==> src/rtl/ptc_pkg.sv <==
package ptc_pkg;

   localparam int CSR_INDEX_W = 2;
   localparam int CSR_DATA_W  = 64;

   localparam logic [CSR_INDEX_W-1:0] CSR_TEMP_COEFFS      = 2'd0;
   localparam logic [CSR_INDEX_W-1:0] CSR_PRES_COEFFS_LOW  = 2'd1;
   localparam logic [CSR_INDEX_W-1:0] CSR_PRES_COEFFS_HIGH = 2'd2;
   localparam logic [CSR_INDEX_W-1:0] CSR_PRES_COEFF_NINE  = 2'd3;

   localparam int FRONT_STAGES = 11;
   localparam int DIV_BITS     = 64;
   localparam int TAIL_STAGES  = 6;
   localparam int BACK_STAGES  = DIV_BITS + 1 + TAIL_STAGES;
   localparam int DEN_W        = 31;

   localparam logic [31:0] TEMP_ROUND  = 32'd128;
   localparam logic [33:0] FINE_OFFSET = 34'd128000;
   localparam logic [20:0] PRES_BASE   = 21'd1048576;
   localparam logic [11:0] PRES_SCALE  = 12'd3125;
   localparam logic [63:0] PRES_BIAS   = 64'h0000_8000_0000_0000;

   typedef struct packed {
      logic [15:0] t1;
      logic [15:0] t2;
      logic [15:0] t3;
      logic [15:0] p1;
      logic [15:0] p2;
      logic [15:0] p3;
      logic [15:0] p4;
      logic [15:0] p5;
      logic [15:0] p6;
      logic [15:0] p7;
      logic [15:0] p8;
      logic [15:0] p9;
   } ptc_coeff_type;

   typedef struct packed {
      logic             zero;
      logic [31:0]      temp_centi;
      logic [31:0]      fine;
   } ptc_side_type;

   typedef struct packed {
      logic [63:0]      num_mag;
      logic [DEN_W-1:0] den_mag;
      logic             neg;
      ptc_side_type     side;
   } ptc_item_type;

   typedef struct packed {
      logic [DEN_W-1:0] rem;
      logic [63:0]      nq;
      logic [DEN_W-1:0] den;
      logic             neg;
      ptc_side_type     side;
   } ptc_div_type;

endpackage

==> src/rtl/ptc_queue.sv <==
module ptc_queue #(
   parameter int DEPTH = 4
) (
   input  logic                  clock,
   input  logic                  reset,
   input  logic                  push_valid,
   input  ptc_pkg::ptc_item_type push_item,
   output logic                  push_ready,
   output logic                  pop_valid,
   output ptc_pkg::ptc_item_type pop_item,
   input  logic                  pop_ready
);
   import ptc_pkg::*;

   localparam int PTR_W = $clog2(DEPTH);
   localparam int CNT_W = $clog2(DEPTH + 1);
   localparam logic [PTR_W-1:0] LAST_PTR  = PTR_W'(DEPTH - 1);
   localparam logic [CNT_W-1:0] FULL_CNT  = CNT_W'(DEPTH);

   ptc_item_type     mem_ff [DEPTH];
   logic [PTR_W-1:0] wr_ptr_ff, wr_ptr_in, rd_ptr_ff, rd_ptr_in;
   logic [CNT_W-1:0] count_ff, count_in;
   logic             do_push, do_pop;

   assign push_ready = (count_ff != FULL_CNT);
   assign pop_valid  = (count_ff != '0);
   assign pop_item   = mem_ff[rd_ptr_ff];
   assign do_push    = push_valid && push_ready;
   assign do_pop     = pop_valid && pop_ready;

   always_comb begin
      wr_ptr_in = wr_ptr_ff;
      rd_ptr_in = rd_ptr_ff;
      count_in  = count_ff;
      if (do_push) begin
         wr_ptr_in = (wr_ptr_ff == LAST_PTR) ? '0 : wr_ptr_ff + 1'b1;
      end
      if (do_pop) begin
         rd_ptr_in = (rd_ptr_ff == LAST_PTR) ? '0 : rd_ptr_ff + 1'b1;
      end
      unique case ({do_push, do_pop})
         2'b10:   count_in = count_ff + 1'b1;
         2'b01:   count_in = count_ff - 1'b1;
         default: count_in = count_ff;
      endcase
   end

   always_ff @(posedge clock) begin
      if (reset) begin
         wr_ptr_ff <= '0;
         rd_ptr_ff <= '0;
         count_ff  <= '0;
      end else begin
         wr_ptr_ff <= wr_ptr_in;
         rd_ptr_ff <= rd_ptr_in;
         count_ff  <= count_in;
      end
   end

   always_ff @(posedge clock) begin
      if (do_push) begin
         mem_ff[wr_ptr_ff] <= push_item;
      end
   end

endmodule

==> config.mk <==
export PLATFORM = sky130hd
export DESIGN_NAME = ptc_queue
export DESIGN_NICKNAME = d
export VERILOG_FILES = /design/src/rtl/ptc_pkg.sv /design/src/rtl/ptc_queue.sv
export SDC_FILE = /design/constraint.sdc
export NUM_CORES = 1
export LEC_CHECK = 0
export ABC_AREA = 1
export BUFFER_PORTS_ARGS = -buffer_cell sky130_fd_sc_hd__buf_2
export CAP_MARGIN = 20
export CORE_MARGIN = 5
export CORE_UTILIZATION = 50
export DETAILED_ROUTE_END_ITERATION = 8
export GPL_ROUTABILITY_DRIVEN = 0
export PLACE_DENSITY = 0.74
export SYNTH_ARGS = -nofsm -noshare
export SYNTH_HDL_FRONTEND = slang
export SYNTH_SLANG_ARGS = --single-unit
==> constraint.sdc <==
create_clock -name clock -period 9.4 [get_ports clock]
set_input_delay 1.41 -clock clock [delete_from_list [all_inputs] [get_ports clock]]
set_output_delay 1.41 -clock clock [all_outputs]
set_load 0.02 [all_outputs]
=== After elaboration in Yosys (flattened, before gate mapping) ===
Memories as Yosys holds them, arrays and structs flattened. A register that Yosys moved wholly into a read port is not among the register bits.
Cells that the tools add are included.
W data, S select, Z words.

* $add $sub $neg: 4
* $mul: 0
* Divide/modulo/power cells: 0
* Order comparisons: 0
* Eq/ne operators: 5
* Shift-type cells: 0
* Muxes and demuxes: 7
* Bitwise logic cells: 0
* Reductions and logical operators: 4

{| class="wikitable"
|+ Operators by type and width
! kind !! count
|-
| $mux W2 || 4
|-
| $eq A2 B2 Y1 const B || 3
|-
| $pmux W3 S2 || 1
|-
| $add A2 B1 Y2 const B || 2
|-
| $add A3 B1 Y3 const B || 1
|-
| $ne A3 B3 Y1 const B || 1
|-
| $reduce_bool A3 Y1 || 1
|-
| $sub A3 B1 Y3 const B || 1
|-
| $eq A2 B1 Y1 const B || 1
|-
| $logic_and A1 B1 Y1 || 2
|-
| $mux W1 || 2
|-
| $reduce_bool A2 Y1 || 1
|}

* Register bits after elaboration: 7
* Bits in latches: 0
* RAM bits: 644
* ROM bits: 0
* Input bits: 165
* Output and inout port bits: 163
* Word-level logic and storage cells: 24
* Memories kept: 1

{| class="wikitable"
|+ Memory list
! name !! words !! width !! read ports !! clocked after memory_dff !! write ports !! line !! source
|-
| mem_ff || 4 || 161 || 1 || 1 || 1 || ptc_queue.sv:20 || <nowiki>ptc_item_type mem_ff [DEPTH];</nowiki>
|}

=== Longest topological paths before layout ===
* Word-level depth: 4
* Mapped depth: 13
* Gate-level depth less buffers: 13

=== Least setup slack after synthesis ===
OpenSTA, ideal clock, no wires.

* Kind: input to register
* Start point: input push_valid
* End point: memory mem_ff[0][0] (netlist name), enable pin
* Library setup time: 0.685 ns
* Arrival time: 8.252 ns
* Data required time: 8.715 ns
* Path slack: 0.463 ns
* Stages: 2
* Buffers on the path: 0
* Path through: nand2_1 > nor2_1

* Cells in the longest elaborated chain, start to end: 3

{| class="wikitable"
|+ RTL lines
! element !! line !! source
|-
| from (decl) || ptc_queue.sv:6 || <nowiki>input logic push_valid,</nowiki>
|-
| $logic_and A1 B1 Y1 || ptc_queue.sv:28 || <nowiki>assign do_push = push_valid && push_ready;</nowiki>
|-
| $mux W1 || ptc_queue.sv:61 || <nowiki>if (do_push) begin</nowiki>
|-
| $mux W1 (not written as such) || ptc_queue.sv:62 || <nowiki>mem_ff[wr_ptr_ff] <= push_item;</nowiki>
|-
| to (decl) || ptc_queue.sv:20 ||
|}

No other way between the ends.

==> impl_metrics.env <==
export IMPL_postCtsResizedCells=0
export IMPL_path_max_fanout=98
export IMPL_top_layer="met5"
export IMPL_wl_met2_mm=26.46
export IMPL_synth_top_family_by_area="compound AO/OA/AOI/OAI gates"
export IMPL_drt_pass1_iterations=4
export IMPL_yosys_area_share_simple_pct=5.533
export IMPL_first_global_vias=14797
export IMPL_post_synth_xor_area_fraction_pct=0
export IMPL_cp_start_kind="flop"
export IMPL_worst_pin_slew_ps=1181
export IMPL_powerDensity_mw_per_mm2=298.0
export IMPL_wl_met3_mm=3.972
export IMPL_detailroute_via_count=14624
export IMPL_drive_above_1_share_pct=22.43
export IMPL_critPathCaptureType="primary output"
export IMPL_synth_top_cell_by_area="edfxtp_1"
export IMPL_synthAdderAreaFrac_pct=0.3927
export IMPL_clock_root_buffer="clkbuf_16"
export IMPL_hold_viol_final=0
export IMPL_clk_pin_slew_ps=60
export IMPL_synth_area_top_cells="edfxtp_1 80%, o21ai_0 6.5%, nor2_1 5.2%"
export IMPL_hpwlAfterDp_mm=30.40
export IMPL_setup_tns_ps=0
export IMPL_cts_setup_buffers=0
export IMPL_min_period_ps=4915
export IMPL_synth_mux_area_share_pct=0
export IMPL_synth_fp_nets=1799
export IMPL_seq_area_frac_synth_pct=80.60
export IMPL_crit_arrival_ps=3500
export IMPL_synth_warnings=0
export IMPL_ir_worst_vdd_mv=0.2248
export IMPL_setup_ws_ps=4485
export IMPL_fin_skew_ps=13.46
export IMPL_clock_sinks=653
export IMPL_grt_usage_pct=19.84
export IMPL_drc=0
export IMPL_avgSynthCellArea_sq_um=14.88
export IMPL_crit_required_ps=7990
export IMPL_final_nets=2108
export IMPL_area_growth_pct=17.21
export IMPL_wl_met1_mm=21.68
export IMPL_clock_fmax_mhz=203.5
export IMPL_netlist_area_sq_mm=0.02422
export IMPL_drv_cap=0
export IMPL_slew_headroom_pct=21.26
export IMPL_synth_cells=1627
export IMPL_wl_per_cell_um=20.63
export IMPL_ctsHoldBuffers=0
export IMPL_antenna_found_initial=17
export IMPL_power_leakage_nw=9.876
export IMPL_n_fill_cell=3606
export IMPL_wirelength_mm=53.85
export IMPL_core_sq_mm=0.04785
export IMPL_initial_core_util_pct=50.61
export IMPL_htree_num_levels=3
export IMPL_die_w_um=230.1
export IMPL_portBuffers=327
export IMPL_grt_pass1_wl_mm=82.17
export IMPL_rows=80
export IMPL_place_ws_ps=5057
export IMPL_ys_ff_latch=653
export IMPL_setup_viol_count_final=0
export IMPL_final_period_utilization_pct=52.29
export IMPL_overflow=0
export IMPL_clock_path_buffers=3
export IMPL_multiInputGateArea_sq_mm=0.004114
export IMPL_synth_compound_area_share_pct=10.94
export IMPL_cts_buffers=67
export IMPL_grt_max_degree=217
export IMPL_detail_route_antenna_nets=0
export IMPL_synth_cell_types=20
export IMPL_rsz0062_at_grt="false"
export IMPL_status="finished, final reports clean"
export IMPL_ios=328
export IMPL_dieHeight_um=230.1
export IMPL_maxSlewViolCount=0
export IMPL_area_sequential_sq_mm=0.01953
export IMPL_drtIter0Drc=1108
export IMPL_crit_type="flop to primary output"
export IMPL_min_path_type="flop to flop"
export IMPL_synth_top_area_share_pct=79.86
export IMPL_worstSkewPairLatency_ps=580
export IMPL_viasPerCell=5.603
export IMPL_cts_tree="built"
export IMPL_dieArea_sq_mm=0.05293
-- flip-flops by register name (all words and copies together), names as in the netlist, named ones only --
signal and count:
wr_ptr_ff 2, rd_ptr_ff 2, mem_ff 644, count_ff 3
-- cell usage in the layout (no fill, tap or decap) --
| cell | instances |
|---|---|
| clkinv_2 | 11 |
| buf_4 | 18 |
| buf_12 | 1 |
| clkbuf_1 | 17 |
| bufinv_16 | 5 |
| inv_4 | 1 |
| nand4_1 | 1 |
| diode_2 | 11 |
| o21ai_1 | 9 |
| inv_8 | 1 |
| nand3b_1 | 2 |
| fa_1 | 1 |
| edfxtp_1 | 644 |
| clkinvlp_4 | 3 |
| nor2_1 | 332 |
| clkbuf_16 | 69 |
| ha_1 | 6 |
| clkinv_1 | 9 |
| o21ai_0 | 315 |
| nand3_1 | 1 |
| dfxtp_1 | 7 |
| inv_1 | 16 |
| o22ai_1 | 161 |
| nand2_1 | 14 |
| clkinv_4 | 1 |
| a21oi_1 | 4 |
| inv_6 | 2 |
| buf_2 | 327 |
| nor2_4 | 4 |
| dfxtp_4 | 2 |
-- metrics by stage --
stage          hold slack [ps]  instances  area, sq um  utilization (%)  power (mW)
6_report                 538.3       2610        28380            59.33       8.457
5_1_grt                  567.3       2607        28380            59.31       8.875
4_1_cts                  536.3       2599        28360            59.27       8.548
3_5_place_dp             528.1       2482        26280            54.92       6.033
3_3_place_gp             514.2       2482        26280            54.92       5.978
2_1_floorplan            482.7       1627        24220                -       5.234
-- layer usage --
| layer | track usage [%] | vias up |
|---|---|---|
| met5 | 0 | - |
| met4 | 8.089 | 14 |
| met3 | 5.194 | 107 |
| met2 | 32.97 | 482 |
| met1 | 25.09 | 7241 |
| li1 | - | 6780 |
-- kinds of logic after synthesis --
kind of cell    Yosys count
flops                   653
fa+ha+maj                 7
simple gates            354
buf+inv                 124
compound gates          489
-- where the power goes --
| group | switching [mW] | internal [mW] | total, mW |
|---|---|---|---|
| registers | 0.0919 | 3.50 | 3.59 |
| clock network | 1.02 | 1.48 | 2.50 |
| logic | 1.72 | 0.647 | 2.36 |
| total | 2.83 | 5.63 | 8.46 |
-- critical path, stage by stage, from the launching register on --
cell and delay (ps):
dfxtp_4 540, inv_4 600, buf_4 950, o21ai_0 230, o22ai_1 290, buf_2 230
-- Yosys cell counts --
cell type and n:
dfxtp_1 9, clkbuf_2 1, o21ai_0 315, buf_2 31, inv_2 2, nor2_1 336
fa_1 1, a21oi_1 4, nand3b_1 2, clkbuf_1 57, buf_6 12, inv_1 16
edfxtp_1 644, nand4_1 1, o22ai_1 161, ha_1 6, nand2_1 14, nand3_1 1
o21ai_1 9, buf_4 5
-- path summary, 6_finish.rpt --
| path | start | end | slack, ps | depth (start not counted) |
|---|---|---|---|---|
| max | flop | pop_item[91] | 4490 | 5 |
| max reg2reg | count_ff[1] | mem_ff[3][75] | 6190 | 6 |
| min | count_ff[0] | count_ff[0] | 540 | 2 |
| min reg2reg | count_ff[0] | count_ff[0] | 540 | 2 |
-- cell type report --
cell class / count / share of cell area, %
timing repair buffer: 346 / 6.312
clock buffer: 86 / 6.308
antenna: 11 / 0.09698
clock inverter: 31 / 1.014
inverter: 18 / 0.2733
multi-input combinational: 850 / 14.49
sequential: 653 / 68.79
tap: 615 / 2.711
(Power assumes the default switching activity.)
